==> src/design/cpwp_pkg.sv <==
// Types, constants and helper functions for the calibration packet word placer.
// No dependencies; used by every module of the block.
`default_nettype none

package cpwp_pkg;

    localparam int IFOVS_PER_PACKET = 5;
    localparam int BANDS_250M       = 2;
    localparam int BANDS_500M       = 5;
    localparam int BANDS_1KM_DAY    = 15;
    localparam int BANDS_1KM_NIGHT  = 16;
    localparam int HALF_OFFSET      = 5;
    localparam int SCAN_IFOVS       = 2 * HALF_OFFSET;

    typedef enum logic [1:0] {
        SEC_250M,
        SEC_500M,
        SEC_1KM_DAY,
        SEC_1KM_NIGHT
    } cpwp_sec_t;

    typedef struct packed {
        logic [11:0] raw_word;
        logic        packet_start;
        logic [6:0]  frame_count;
        logic        second_half;
    } cpwp_in_t;

    typedef struct packed {
        logic [11:0] stored_word;
        logic [1:0]  target_array;
        logic [5:0]  line_index;
        logic [3:0]  band_index;
        logic [8:0]  frame_index;
        logic        packet_end;
    } cpwp_out_t;

    // counter state in effect for the word being placed
    typedef struct packed {
        logic [2:0] ifov;
        cpwp_sec_t  section;
        logic [3:0] band;
        logic [1:0] sample;
        logic [1:0] det;
        logic [6:0] frame_count;
        logic       second_half;
    } cpwp_ctx_t;

    // samples per band and detectors per ifov
    function automatic logic [2:0] sec_ratio(input cpwp_sec_t sec);
        logic [2:0] r;
        case (sec)
            SEC_250M: r = 3'd4;
            SEC_500M: r = 3'd2;
            default:  r = 3'd1;
        endcase
        return r;
    endfunction

    function automatic logic [4:0] sec_bands(input cpwp_sec_t sec);
        logic [4:0] b;
        case (sec)
            SEC_250M:    b = 5'(BANDS_250M);
            SEC_500M:    b = 5'(BANDS_500M);
            SEC_1KM_DAY: b = 5'(BANDS_1KM_DAY);
            default:     b = 5'(BANDS_1KM_NIGHT);
        endcase
        return b;
    endfunction

endpackage

`default_nettype wire

==> src/design/cpwp_counters.sv <==
// Nested packet counters and latched header fields of the word placer.
// Depends on cpwp_pkg.
`default_nettype none

module cpwp_counters (
    input  logic               clk,
    input  logic               rst_n,
    input  logic               advance,
    input  cpwp_pkg::cpwp_in_t item,
    output cpwp_pkg::cpwp_ctx_t ctx
);
    import cpwp_pkg::*;

    logic [2:0] ifov_reg,   ifov_next;
    cpwp_sec_t  section_reg, section_next;
    logic [3:0] band_reg,   band_next;
    logic [1:0] sample_reg, sample_next;
    logic [1:0] det_reg,    det_next;
    logic [6:0] fc_reg;
    logic       half_reg;

    logic [2:0] ratio;
    logic [2:0] det_inc;
    logic [2:0] sample_inc;
    logic [4:0] band_inc;
    logic [3:0] ifov_inc;

    // a start word clears the counters before it is placed
    always_comb
    begin
        if (item.packet_start)
        begin
            ctx.ifov        = '0;
            ctx.section     = SEC_250M;
            ctx.band        = '0;
            ctx.sample      = '0;
            ctx.det         = '0;
            ctx.frame_count = item.frame_count;
            ctx.second_half = item.second_half;
        end
        else
        begin
            ctx.ifov        = ifov_reg;
            ctx.section     = section_reg;
            ctx.band        = band_reg;
            ctx.sample      = sample_reg;
            ctx.det         = det_reg;
            ctx.frame_count = fc_reg;
            ctx.second_half = half_reg;
        end
    end

    assign ratio      = sec_ratio(ctx.section);
    assign det_inc    = {1'b0, ctx.det} + 3'd1;
    assign sample_inc = {1'b0, ctx.sample} + 3'd1;
    assign band_inc   = {1'b0, ctx.band} + 5'd1;
    assign ifov_inc   = {1'b0, ctx.ifov} + 4'd1;

    always_comb
    begin
        ifov_next    = ctx.ifov;
        section_next = ctx.section;
        band_next    = ctx.band;
        sample_next  = ctx.sample;
        det_next     = det_inc[1:0];
        if (det_inc >= ratio)
        begin
            det_next    = '0;
            sample_next = sample_inc[1:0];
            if (sample_inc >= ratio)
            begin
                sample_next = '0;
                band_next   = band_inc[3:0];
                if (band_inc >= sec_bands(ctx.section))
                begin
                    band_next    = '0;
                    section_next = cpwp_sec_t'(ctx.section + 2'd1);
                    if (ctx.section == SEC_1KM_NIGHT)
                    begin
                        ifov_next = ifov_inc[2:0];
                        if (ifov_inc >= 4'(IFOVS_PER_PACKET))
                            ifov_next = '0;
                    end
                end
            end
        end
    end

    always_ff @(posedge clk or negedge rst_n)
    begin
        if (!rst_n)
        begin
            ifov_reg    <= '0;
            section_reg <= SEC_250M;
            band_reg    <= '0;
            sample_reg  <= '0;
            det_reg     <= '0;
            fc_reg      <= 7'd1;
            half_reg    <= 1'b0;
        end
        else if (advance)
        begin
            ifov_reg    <= ifov_next;
            section_reg <= section_next;
            band_reg    <= band_next;
            sample_reg  <= sample_next;
            det_reg     <= det_next;
            fc_reg      <= ctx.frame_count;
            half_reg    <= ctx.second_half;
        end
    end

endmodule

`default_nettype wire

==> src/design/cpwp_place.sv <==
// Placement logic: array, line, band and frame coordinates of one word.
// Purely combinational; depends on cpwp_pkg.
`default_nettype none

module cpwp_place (
    input  cpwp_pkg::cpwp_in_t  item,
    input  cpwp_pkg::cpwp_ctx_t ctx,
    output cpwp_pkg::cpwp_out_t result
);
    import cpwp_pkg::*;

    logic [3:0] ifov_in_scan;
    logic [8:0] fc_m1;
    logic [5:0] line;
    logic [8:0] frame;
    logic [3:0] ifov_inc;
    logic [4:0] band_inc;

    assign ifov_in_scan = {1'b0, ctx.ifov} + (ctx.second_half ? 4'(HALF_OFFSET) : 4'd0);
    // frame count zero wraps to all ones
    assign fc_m1     = {2'b00, ctx.frame_count} - 9'd1;
    assign ifov_inc  = {1'b0, ctx.ifov} + 4'd1;
    assign band_inc  = {1'b0, ctx.band} + 5'd1;

    // lines run in reverse detector order across the scan
    always_comb
    begin
        case (ctx.section)
            SEC_250M:
            begin
                line  = 6'(4 * SCAN_IFOVS - 1)
                      - ({ifov_in_scan, 2'b00} + {4'b0000, ctx.det});
                frame = {fc_m1[6:0], 2'b00} + {7'd0, ctx.sample};
            end
            SEC_500M:
            begin
                line  = 6'(2 * SCAN_IFOVS - 1)
                      - ({1'b0, ifov_in_scan, 1'b0} + {4'b0000, ctx.det});
                frame = {fc_m1[7:0], 1'b0} + {7'd0, ctx.sample};
            end
            default:
            begin
                line  = 6'(SCAN_IFOVS - 1)
                      - ({2'b00, ifov_in_scan} + {4'b0000, ctx.det});
                frame = fc_m1 + {7'd0, ctx.sample};
            end
        endcase
    end

    always_comb
    begin
        result.stored_word  = item.raw_word;
        result.target_array = ctx.section;
        result.line_index   = line;
        result.band_index   = ctx.band;
        result.frame_index  = frame;
        result.packet_end   = (ifov_inc >= 4'(IFOVS_PER_PACKET))
                            && (ctx.section == SEC_1KM_NIGHT)
                            && (band_inc >= 5'(BANDS_1KM_NIGHT));
    end

endmodule

`default_nettype wire

==> src/design/calibration_packet_word_placer.sv <==
// Calibration packet word placer, top level.
// Gives the storage place of each data word of a calibration-sector day packet.
// Channels: a word request (word_valid / word_stall / word) carries one data
// word with its packet_start flag and, on the start word, the header's frame
// count and second-half flag. A place request (place_valid / place_stall /
// place) returns the word with its target array, line, band and frame index,
// and flags the last word of the packet.
// Path: an accepted word is held in the input register and moves into the
// result register when that is free, and place shows it from there. One word
// per cycle sustained while place is not stalled; the counter update and the
// coordinate sums fit between the two registers.
// Both registers hold a request each, so an input word is still taken while
// one result waits under stall; the input stalls only when both are full.
// Reset clears the valid bits and the counters and sets the latched frame
// count to 1 and the half flag to first half. Words before any start word
// are placed with those values; words after the last are placed as a new
// packet with the latched header fields.
`default_nettype none

module calibration_packet_word_placer (
    input  logic                clk,
    input  logic                rst_n,
    input  logic                word_valid,
    output logic                word_stall,
    input  cpwp_pkg::cpwp_in_t  word,
    output logic                place_valid,
    input  logic                place_stall,
    output cpwp_pkg::cpwp_out_t place
);
    import cpwp_pkg::*;

    logic      in_valid_reg, in_valid_next;
    cpwp_in_t  in_item_reg;
    logic      out_valid_reg, out_valid_next;
    cpwp_out_t out_item_reg;

    logic      out_free;
    logic      move;
    logic      take;
    cpwp_ctx_t ctx;
    cpwp_out_t result;

    assign out_free   = !out_valid_reg || !place_stall;
    assign move       = in_valid_reg && out_free;
    assign word_stall = in_valid_reg && !out_free;
    assign take       = word_valid && !word_stall;

    cpwp_counters u_counters (
        .clk     (clk),
        .rst_n   (rst_n),
        .advance (move),
        .item    (in_item_reg),
        .ctx     (ctx)
    );

    cpwp_place u_place (
        .item   (in_item_reg),
        .ctx    (ctx),
        .result (result)
    );

    always_comb
    begin
        in_valid_next = in_valid_reg;
        if (take)
            in_valid_next = 1'b1;
        else if (move)
            in_valid_next = 1'b0;
    end

    always_comb
    begin
        out_valid_next = out_valid_reg;
        if (move)
            out_valid_next = 1'b1;
        else if (!place_stall)
            out_valid_next = 1'b0;
    end

    always_ff @(posedge clk or negedge rst_n)
    begin
        if (!rst_n)
        begin
            in_valid_reg  <= 1'b0;
            out_valid_reg <= 1'b0;
        end
        else
        begin
            in_valid_reg  <= in_valid_next;
            out_valid_reg <= out_valid_next;
        end
    end

    always_ff @(posedge clk)
    begin
        if (take)
            in_item_reg <= word;
        if (move)
            out_item_reg <= result;
    end

    assign place_valid = out_valid_reg;
    assign place       = out_item_reg;

endmodule

`default_nettype wire

==> config.mk <==
export PLATFORM = sky130hd
export DESIGN_NAME = calibration_packet_word_placer
export DESIGN_NICKNAME = d
export VERILOG_FILES = /design/src/design/cpwp_pkg.sv /design/src/design/cpwp_counters.sv /design/src/design/cpwp_place.sv /design/src/design/calibration_packet_word_placer.sv
export SDC_FILE = /design/constraint.sdc
export NUM_CORES = 1
export LEC_CHECK = 0
export BUFFER_PORTS_ARGS = -buffer_cell sky130_fd_sc_hd__buf_4
export CAP_MARGIN = 20
export CORE_AREA = 3 3 92 103
export DETAILED_ROUTE_END_ITERATION = 10
export DIE_AREA = 0 0 95 106
export PLACE_DENSITY = 0.72
export SYNTH_ARGS = -nofsm -noshare
export SYNTH_HDL_FRONTEND = slang
export SYNTH_HIERARCHICAL = 1
export SYNTH_SLANG_ARGS = --single-unit
==> constraint.sdc <==
create_clock -name clk -period 6.07 [get_ports clk]
set_input_delay 0.9105 -clock clk [delete_from_list [all_inputs] [get_ports clk]]
set_output_delay 0.9105 -clock clk [all_outputs]
set_load 0.01 [all_outputs]
# ---- Yosys cells after proc, flatten, opt, wreduce, memory -nomap -nowiden
# Index checks and enable logic that the tools add are counted.
dict set report totals {
  ff_bits 78
  inputBits 25
  output_inout_bits 36
  elab_cells 82
}
dict set report op_classes {
  add_sub_neg 16
  magnitude_cmp 5
  n_eq_ne 4
  mux 26
  n_reduce_logical 12
}
# operator n
set op_table {}
lappend op_table {{9-bit by 2-bit adder with 9-bit output} 3}
lappend op_table {{21-bit 2-to-1 mux} 1}
lappend op_table {{3-bit 2-to-1 mux} 6}
lappend op_table {{9-bit case mux with 2 select lines} 1}
lappend op_table {{5-bit case mux with 3 select lines} 1}
lappend op_table {{2-bit 2-to-1 mux} 6}
lappend op_table {{4-bit 2-to-1 mux} 3}
lappend op_table {{6-bit case mux with 2 select lines} 1}
lappend op_table {{5-bit 2-to-1 mux} 2}
lappend op_table {{7-bit by 1-bit subtractor with 8-bit output (second input constant)} 1}
lappend op_table {{2-bit by 1-bit adder with 3-bit output (second input constant)} 2}
lappend op_table {{5-bit by 2-bit adder with 6-bit output} 1}
lappend op_table {{6-bit by 2-bit adder with 6-bit output} 1}
lappend op_table {{3-bit greater-or-equal comparator} 2}
lappend op_table {{3-bit case mux with 2 select lines} 1}
lappend op_table {{4-bit by 6-bit subtractor with 6-bit output (first input constant)} 1}
lappend op_table {{5-bit by 6-bit subtractor with 6-bit output (first input constant)} 1}
lappend op_table {{6-bit subtractor (first input constant)} 1}
lappend op_table {{4-bit by 1-bit adder with 5-bit output (second input constant)} 1}
lappend op_table {{4-bit by 2-bit adder with 5-bit output} 1}
lappend op_table {{5-bit greater-or-equal comparator} 1}
lappend op_table {{5-bit greater-or-equal comparator (second input constant)} 1}
lappend op_table {{1-bit logical AND} 5}
lappend op_table {{3-bit by 1-bit adder with 4-bit output (second input constant)} 1}
lappend op_table {{other kinds (11)} 18}

# ---- Depth between registers and ports, before layout
# Gate-level depths: netlist of the first run.
dict set report logic_depth {
  depth_word 10
  depth_mapped 13
  ltp_nobuf 11
}

# ---- Modules after synthesis
# The synthesis of the first run kept the hierarchy.
# mod instances cells_per_inst area_per_inst_um2 seq_area_each_um2
set by_module_without_submodules {}
lappend by_module_without_submodules {calibration_packet_word_placer 1 63 1744.2 1701.6}
lappend by_module_without_submodules {cpwp_counters 1 164 1572.8 526.8}
lappend by_module_without_submodules {cpwp_place 1 176 1300.0 0.0}

# ---- Worst setup path after synthesis of the first run
# OpenSTA, ideal clock, no wires.
dict set report synth_path {
  path_kind {input port to flip-flop}
  start {in place_stall}
  end {reg u_counters.fc_reg[1]}
  arrival_ns 4.578
  t_required_ns 5.945
  setup_slack_ns 1.367
  stages 4
  cell_sequence {a21boi_0 > nand2_1 > buf_1 > mux2_2}
}
dict set report synth_between {
  elab_chain_cells 3
}
# element line
set synth_rtl {}
lappend synth_rtl {{start: declaration} calibration_packet_word_placer.sv:27} ;# input logic place_stall,
lappend synth_rtl {{1-bit logical NOT} n/a}
lappend synth_rtl {{1-bit logical OR} calibration_packet_word_placer.sv:43} ;# assign out_free = !out_valid_reg || !place_stall;
lappend synth_rtl {{1-bit logical AND} calibration_packet_word_placer.sv:44} ;# assign move = in_valid_reg && out_free;
lappend synth_rtl {{end signal: assignment} cpwp_counters.sv:108} ;# fc_reg <= ctx.frame_count;
lappend synth_rtl {{end: declaration} cpwp_counters.sv:19} ;# logic [6:0] fc_reg;
# Every way passes these cells.
# A chain may end at the register's enable or synchronous reset.

==> impl_metrics.yaml, run 1 <==
logic_synthesis:
  synth_nets: 468
  synth-compound-area-share_pct: 10.0
  synth_top_family_by_area: "simple AND/OR/NAND/NOR gates"
  synthArstFlopShare_pct: 29.5
  synth_seq_area_share_pct: 48.3
  synthFlopType: "edfxtp_1"
  syn_area_per_cell_sq_um: 11.5
  ys_seq_elements: 78
  yosys.area_share.simple_pct: 12.1
  synth_cells: 403
  ys_warn_count: 6
  yosysTopAreaCellShare_pct: 35.8
  ys_top_cells_by_count: "55 x edfxtp_1, 36 x ha_1, 31 x inv_1"
  synthAdderAreaFrac_pct: 11.5
  synth-xor-area-share_pct: 4.12
  synth-edff-count: 55
  syn-cell-area_sq_um: 4620
  synth_top_area_cell: "edfxtp_1"
  synth_area_leaders: "edfxtp_1 36%, dfrtp_1 12%, ha_1 9.8%"
  synthMuxAreaShare_pct: 7.05
  synth.distinct_cells: 63
  yosysMostFrequentCell: "edfxtp_1"
floorplan:
  start_util_pct: 54.6
  coreArea_sq_um: 8450
  die_h_um: 106
  die_x_um: 95
  num_io_pins: 61
  die_area_sq_um: 10100
  num_rows: 35
routing:
  first_pass_iters: 4
  antenna_left: 0
  vias: 3037
  routedWlPerCell_um: 14.4
  drt_first_iter_violations: 141
  routed_wl_um: 8060
  via_per_inst: 5.43
  drc: 0
critical_path:
  startpoint_type: "flip-flop"
  crit_path_end_kind: "flip-flop"
  crit_arrival_ns: 3.76
  rrSetupSlack_ns: 2.58
  path_class: "flip-flop to flip-flop"
  reg2reg_depth: 11
  critPathMaxFanout: 32
  worstReg2RegStart: "in_item_reg[8]$_DFFE_PP_"
  crit_required_ns: 6.34
  r2r-end: "u_counters/ifov_reg[2]$_DFFE_PN0P_"
grt:
  grt_pass1_wl_um: 13800
  grt_pass1_vias: 3089
  grt_max_degree: 54
  overflow: 0
  grt.total_usage_pct: 17.2
  antenna_found_initial: 0
clock_network:
  cts_resized: 0
  cts_root_buf: "clkbuf_8"
  cts_buffers: 9
  cts_setup_buffers: 0
  h-tree-depth: 3
  clk_latency_ns: 0.35
  cts_buffer_depth: 2
  clk_pin_slew_worst_paths_ns: 0.09
  cts_tree: "built"
  ctsHoldBuffers: 0
  cts_sinks: 78
placed_design:
  hpwl_um: 5700
  dp.cells: 543
  io_buffers: 60
  routabilityCongestion: 0.833
sta:
  rsz0062_at_grt: "false"
  max_slew.worst_pin.slew_ns: 0.927
  finalSetupTns_ns: 0
  fin_crit_sh_pct: 57.5
  slew_viol_final: 0
  clock_skew_ns: 0.0106
  slew_headroom_pct: 38.1
  finalSetupViolations: 0
  layout_min_cycle_time_ns: 3.49
  finalHoldViolations: 0
  max_freq_mhz: 287
cells_and_area:
  diodes: 0
  synthToLayoutAreaGrowth_pct: 13.0
  largest_reg_flops: 34
  fin_cells: 559
  nNetsFinal: 508
  drive_gt1_share_pct: 26.6
power_and_ir_drop:
  clockPowerShare_pct: 26.9
  ir_drop_v: 0.000177
  swShare_pct: 30.5
  seq_power_share_pct: 47.9
  power_switching_w: 0.000421
  powerDensity_nw_per_um2: 264
  p_int_w: 0.000958
  p_leak_nw: 2.16
  power.share.combinational_pct: 25.2
hold_path:
  hold_end: "place[23]$_DFFE_PP_"
  hp-class: "flip-flop to flip-flop"
  min-delay-start: "in_item_reg[10]$_DFFE_PP_"
  hold_depth: 0
run_status:
  status: "complete, no violations"
job:
  drv_cap: 0
## per-stage QoR
stage	total power, W	hold slack (ns)	instance area, sq um	setup slack (ns)	util, %
CTS	0.00140	0.430	5220	2.60	61.7
global route	0.00147	0.443	5220	2.28	61.7
finish	0.00138	0.426	5220	2.58	61.7
detailed placement	0.00102	0.406	5030	2.61	59.5
floorplan	0.000927	0.442	4620	1.37	-
global placement	0.00101	0.402	5030	2.75	59.5
## how the worst max path moves through the flow
stage / from / endpoint / cells past startpoint
2_1_floorplan: place_stall / u_counters/fc_reg[1]$_DFFE_PN0P_ / 4
3_3_place_gp: in_item_reg[8]$_DFFE_PP_ / place[19]$_DFFE_PP_ / 11
3_5_place_dp: in_item_reg[8]$_DFFE_PP_ / place[19]$_DFFE_PP_ / 11
4_1_cts: in_item_reg[8]$_DFFE_PP_ / u_counters/ifov_reg[2]$_DFFE_PN0P_ / 11
5_1_grt: in_item_reg[8]$_DFFE_PP_ / u_counters/ifov_reg[0]$_DFFE_PN0P_ / 11
6_report: in_item_reg[8]$_DFFE_PP_ / u_counters/ifov_reg[2]$_DFFE_PN0P_ / 11
## worst max-delay path, stage by stage (launching register included)
cell	delay, ns
edfxtp_1	0.37
buf_4	0.25
nand2b_1	0.24
inv_1	0.64
ha_1	0.27
inv_1	0.07
ha_1	0.27
nand2_1	0.05
o21ai_1	0.30
and2_1	0.45
and4_4	0.30
mux2i_1	0.19
## metal layers
metal	global-route usage (%)	vias up	part of all wire, %
met5	0	-	0
met4	4.12	0	0.89
met3	5.66	8	6.6
met2	28.4	82	49
met1	21.9	1453	43
li1	-	1494	-
## cell usage in the layout, fill, tap and decap left out, drive strengths merged, types with 2 or more instances in the layout
cell / count
edfxtp: 55
and3: 2
nand2b: 10
nor2: 18
or3: 3
a41oi: 2
nor3b: 2
a21oi: 15
or2: 3
and2: 3
o31ai: 2
inv: 35
nand3: 7
mux2: 20
a211oi: 6
nor2b: 14
a31oi: 4
mux2i: 10
fa: 4
nor3: 6
xnor2: 11
a311oi: 3
clkbuf: 9
dfrtp: 22
nand4: 3
clkinvlp: 2
ha: 36
xor2: 9
o22ai: 2
a21boi: 2
buf: 62
o21ai: 22
a21o: 3
nand2: 25
## power by group through the flow
stage	Clock [W]	Sequential, W	Combinational, W
6_report	0.000371	0.000661	0.000347
5_1_grt	0.000409	0.000668	0.000393
4_1_cts	0.000385	0.000662	0.000351
3_5_place_dp	0	0.000673	0.000348
3_3_place_gp	0	0.000670	0.000342
2_1_floorplan	0	0.000684	0.000243
## logic make-up after synthesis
family,after synthesis
AOI/OAI and AO/OA,70
xor gates and xnor gates,20
adders and majority gates,40
buffers and inverters,64
DFF,78
muxes,30
and+or+nand+nor,101
## cell type report
| class | count | area (sq um) |
|---|---|---|
| Tap cell | 111 | 139 |
| Timing Repair Buffer | 62 | 465 |
| Clock inverter | 7 | 63.8 |
| Clock buffer | 9 | 124 |
| Fill cell | 704 | 3240 |
| Inverter | 31 | 116 |
| Sequential cell | 78 | 2230 |
| Multi-Input combinational cell | 261 | 2080 |
Note: power is estimated with default switching activity, not from simulation.
==> run 2: changes to the inputs <==
clock period = 3.3 ns   (was 6.07 ns; I/O delays follow)
==> run 2 against run 1 <==
Net effect:
- final cell count increased by 1.4%
- highest routed layer unchanged
- total power is 86% higher
- global-route usage up 0.64 points
- sequential power rose by 83%
- count of clock-buffer cells in the layout unchanged
==> impl_metrics.yaml, run 2 (same netlist as run 1, synthesis figures left out) <==
cells_and_area:
  synthToLayoutAreaGrowth_pct: 14.3
  drive_gt1_share_pct: 27.9
  fillers: 683
  nNetsFinal: 516
  multi_input_area_sq_um: 2080
  fin_area_sq_um: 5280
  layout_common_cells: "70 x buf_4, 55 x edfxtp_1, 36 x ha_1"
  final_common_cell: "buf_4"
  regArea_sq_um: 2230
  largest_reg_flops: 34
  diodes: 0
clock_network:
  cts_buffer_depth: 2
  cts_resized: 0
  cts_buffers: 9
  clk_pin_slew_worst_paths_ns: 0.10
  cts_tree: "built"
  cts_setup_buffers: 0
  h-tree-depth: 3
  cts_sinks: 78
  cts_root_buf: "clkbuf_8"
  clk_latency_ns: 0.36
  ctsHoldBuffers: 0
routing:
  antenna_left: 0
  routed_wl_um: 8190
  routedWlPerCell_um: 14.4
  drc: 0
  first_pass_iters: 5
  via_per_inst: 5.34
  drt_first_iter_violations: 129
  vias: 3027
power_and_ir_drop:
  seq_power_share_pct: 47.4
  p_int_w: 0.00177
  powerDensity_nw_per_um2: 485
  p_leak_nw: 2.21
  power_switching_w: 0.000790
  clockPowerShare_pct: 27.0
  ir_drop_v: 0.000356
  swShare_pct: 30.8
  power.share.combinational_pct: 25.6
sta:
  fin_ws_ns: 0.269
  layout_min_cycle_time_ns: 3.03
  max_slew.worst_pin.slew_ns: 0.914
  finalHoldViolations: 0
  slew_headroom_pct: 39.1
  finalSetupViolations: 0
  clock_skew_ns: 0.0109
  slew_viol_final: 0
  finalSetupTns_ns: 0
  rsz0062_at_grt: "false"
  fin_crit_sh_pct: 91.9
  holdWs_ns: 0.0261
  max_freq_mhz: 330
placed_design:
  dp_slack_ns: 0.271
  io_buffers: 60
  placed_cell_area_sq_um: 5090
  routabilityCongestion: 0.785
  hpwl_um: 5900
grt:
  grt_pass1_vias: 3093
  overflow: 0
  grt.total_usage_pct: 17.9
  antenna_found_initial: 0
  grt_max_degree: 54
  grt_pass1_wl_um: 14100
floorplan:
  num_rows: 35
  die_x_um: 95
  coreArea_sq_um: 8450
  die_area_sq_um: 10100
  start_util_pct: 54.6
  die_h_um: 106
  num_io_pins: 61
hold_path:
  hp-class: "primary input to asynchronous set/reset pin"
critical_path:
  worstReg2RegStart: "in_item_reg[8]$_DFFE_PP_"
  crit_path_end_kind: "flip-flop"
  startpoint_type: "flip-flop"
  crit_required_ns: 3.40
  reg2reg_depth: 10
  critPathMaxFanout: 3
  rrSetupSlack_ns: 0.27
  crit_arrival_ns: 3.14
  r2r-end: "place[17]$_DFFE_PP_"
  path_class: "flip-flop to flip-flop"
job:
  drv_cap: 0
run_status:
  status: "complete, no violations"
==> run 2: power groups by stage <==
stage | sequential (W) | clock [W] | combinational (W)
3_3_place_gp | 0.00123 | 0 | 0.000635
3_5_place_dp | 0.00124 | 0 | 0.000657
4_1_cts | 0.00122 | 0.000708 | 0.000658
5_1_grt | 0.00123 | 0.000756 | 0.000737
2_1_floorplan | 0.00126 | 0 | 0.000447
6_report | 0.00121 | 0.000691 | 0.000655
==> run 2: metrics by stage <==
| step | utilization (%) | power, W | cells |
|---|---|---|---|
| after floorplan | - | 0.00170 | 403 |
| after global placement | 60.2 | 0.00187 | 551 |
| after detailed placement | 60.2 | 0.00189 | 551 |
| after CTS | 62.4 | 0.00258 | 567 |
| after global routing | 62.4 | 0.00272 | 567 |
| final | 62.4 | 0.00256 | 567 |
==> run 2: layer usage <==
| layer | part of all wire [%] | vias to the layer above | GRT usage, % |
|---|---|---|---|
| met5 | 0 | - | 0 |
| met2 | 49 | 73 | 29.1 |
| li1 | - | 1501 | - |
| met1 | 44 | 1447 | 22.8 |
| met3 | 5.9 | 6 | 5.73 |
| met4 | 0.83 | 0 | 4.95 |
==> run 2: how the worst max path moves through the flow <==
stage / start / endpoint / cells after the start
floorplan: in_item_reg[8]$_DFFE_PP_ / place[17]$_DFFE_PP_ / 12
global placement: in_item_reg[8]$_DFFE_PP_ / place[17]$_DFFE_PP_ / 10
detailed placement: in_item_reg[8]$_DFFE_PP_ / place[17]$_DFFE_PP_ / 10
CTS: in_item_reg[8]$_DFFE_PP_ / place[17]$_DFFE_PP_ / 10
global route: in_item_reg[8]$_DFFE_PP_ / place[17]$_DFFE_PP_ / 11
finish: in_item_reg[8]$_DFFE_PP_ / place[17]$_DFFE_PP_ / 10
==> run 2: critical path, cell delays in order (launching register included) <==
cell	delay (ns)
edfxtp_1	0.38
mux2_2	0.37
ha_1	0.22
ha_1	0.34
ha_1	0.29
inv_1	0.04
ha_1	0.21
fa_1	0.39
fa_1	0.44
inv_1	0.06
a21oi_1	0.05
==> run 2: final cells by class <==
| cell class | count | area share [%] |
|---|---|---|
| Clock buffer | 9 | 2.35 |
| Clock inverter | 7 | 1.21 |
| Inverter | 31 | 2.21 |
| Multi-Input combinational cell | 261 | 39.4 |
| Sequential cell | 78 | 42.2 |
| Tap cell | 111 | 2.63 |
| Timing Repair Buffer | 70 | 9.96 |
==> run 3: changes to the inputs <==
PLACE_DENSITY = 0.75   (was 0.72)
==> run 3 against run 2 <==
Net effect:
- die area unchanged
- hold slack worse by 0.0067 ns
- largest power group unchanged
- sequential power about the same
- largest cell class unchanged
==> impl_metrics.yaml, run 3 (same netlist as run 1, synthesis figures left out) <==
routing:
  antenna_left: 0
  wl_met2_um: 4010
  routedWlPerCell_um: 14.6
  drt_first_iter_violations: 155
  first_pass_iters: 4
  drc: 0
  wl_met1_um: 3610
  via_per_inst: 5.37
  maxUsedRoutingLayer: "met4"
  vias: 3044
  routed_wl_um: 8260
  wl_met3_um: 533
clock_network:
  ctsHoldBuffers: 0
  cts_buffers: 9
  cts_sinks: 78
  cts_tree: "built"
  cts_setup_buffers: 0
  clk_pin_slew_worst_paths_ns: 0.10
  clk_latency_ns: 0.36
  h-tree-depth: 3
  cts_resized: 0
  cts_root_buf: "clkbuf_8"
  cts_buffer_depth: 2
power_and_ir_drop:
  totalPowerFinal_w: 0.00267
  powerDensity_nw_per_um2: 502
  p_leak_nw: 2.23
  ir_drop_v: 0.000296
sta:
  fin_crit_sh_pct: 92.7
  slew_headroom_pct: 38.1
  max_freq_mhz: 327
  max_slew.worst_pin.slew_ns: 0.929
  holdWs_ns: 0.0194
  rsz0062_at_grt: "false"
  slew_viol_final: 0
  finalSetupViolations: 0
  finalSetupTns_ns: 0
  finalHoldViolations: 0
  clock_skew_ns: 0.0233
  layout_min_cycle_time_ns: 3.06
placed_design:
  dp.cells: 551
  hpwl_um: 5930
  routabilityCongestion: 0.867
  placed_cell_area_sq_um: 5090
  io_buffers: 60
grt:
  grt_max_degree: 54
  overflow: 0
  grt_pass1_wl_um: 14100
  grt.total_usage_pct: 17.8
  antenna_found_initial: 0
  grt_pass1_vias: 3104
floorplan:
  die_x_um: 95
  num_rows: 35
  start_util_pct: 54.6
  die_h_um: 106
  num_io_pins: 61
  coreArea_sq_um: 8450
  die_area_sq_um: 10100
cells_and_area:
  largest_reg_flops: 34
  layout_common_cells: "70 x buf_4, 55 x edfxtp_1, 36 x ha_1"
  synthToLayoutAreaGrowth_pct: 15.1
  diodes: 0
  fillers: 685
  fin_area_sq_um: 5310
  drive_gt1_share_pct: 27.9
  fin_cells: 567
  nNetsFinal: 516
  final_common_cell: "buf_4"
critical_path:
  critPathMaxFanout: 17
  crit_arrival_ns: 3.16
  startpoint_type: "flip-flop"
  crit_path_end_kind: "flip-flop"
  crit_required_ns: 3.40
  path_class: "flip-flop to flip-flop"
run_status:
  status: "complete, no violations"
hold_path:
  hp-class: "primary input to asynchronous set/reset pin"
job:
  drv_cap: 0
-- run 3: changes by cell type in the layout (fill, tap and decap cells not counted), sizes merged --
| cell | previous run | this run |
|---|---|---|
| clkbuf | 9 | 11 |
| clkinvlp | 2 | 1 |
| inv | 35 | 33 |
| bufinv | 0 | 1 |
-- run 3: worst paths after layout --
kind | from | depth (start not counted) | end | slack [ns]
hold / removal | rst_n | 1 | u_counters/fc_reg[1]$_DFFE_PN0P_ | 0.02
max in group asynchronous | rst_n | 1 | u_counters/fc_reg[0]$_DFFE_PN1P_ | 2.97
setup / recovery | in_item_reg[8]$_DFFE_PP_ | 11 | place[17]$_DFFE_PP_ | 0.24
setup reg to reg | in_item_reg[8]$_DFFE_PP_ | 11 | place[17]$_DFFE_PP_ | 0.24
min in group clk | word[10] | 1 | in_item_reg[10]$_DFFE_PP_ | 0.32
hold reg to reg | in_item_reg[10]$_DFFE_PP_ | 0 | place[23]$_DFFE_PP_ | 0.43
-- run 3: routing by layer --
| layer | vias up | GRT usage, % |
|---|---|---|
| met5 | - | 0 |
| met4 | 0 | 5.57 |
| met3 | 9 | 5.80 |
| met2 | 84 | 28.8 |
| met1 | 1442 | 22.6 |
| li1 | 1509 | - |
-- run 3: report_power, final --
part / internal [W] / switching (W)
clock: 0.000423 / 0.000379
combinational: 0.000299 / 0.000349
sequential: 0.00118 / 0.0000387
-- run 3: final cells by class --
| cell class | instances | area [sq um] | area share, % |
|---|---|---|---|
| Timing Repair Buffer | 70 | 526 | 9.89 |
| Sequential cell | 78 | 2230 | 41.9 |
| Tap cell | 111 | 139 | 2.61 |
| Multi-Input combinational cell | 261 | 2080 | 39.1 |
| Clock buffer | 11 | 163 | 3.06 |
| Clock inverter | 5 | 62.6 | 1.18 |
| Inverter | 31 | 116 | 2.19 |
-- run 3: worst max-delay path, stage by stage (launching register included) --
cell and delay (ns):
edfxtp_1 0.40, buf_4 0.22, nor2b_1 0.19, ha_1 0.21, ha_1 0.29, ha_1 0.29, inv_1 0.04, ha_1 0.22
fa_1 0.39, fa_1 0.44, inv_1 0.06, a21oi_1 0.05
-- run 3: through the flow --
stage / setup WS, ns / utilization [%]
4_1_cts: 0.253 / 62.9
3_3_place_gp: 0.343 / 60.2
6_report: 0.241 / 62.9
3_5_place_dp: 0.274 / 60.2
2_1_floorplan: 0.00123 / -
5_1_grt: 0.0932 / 62.9
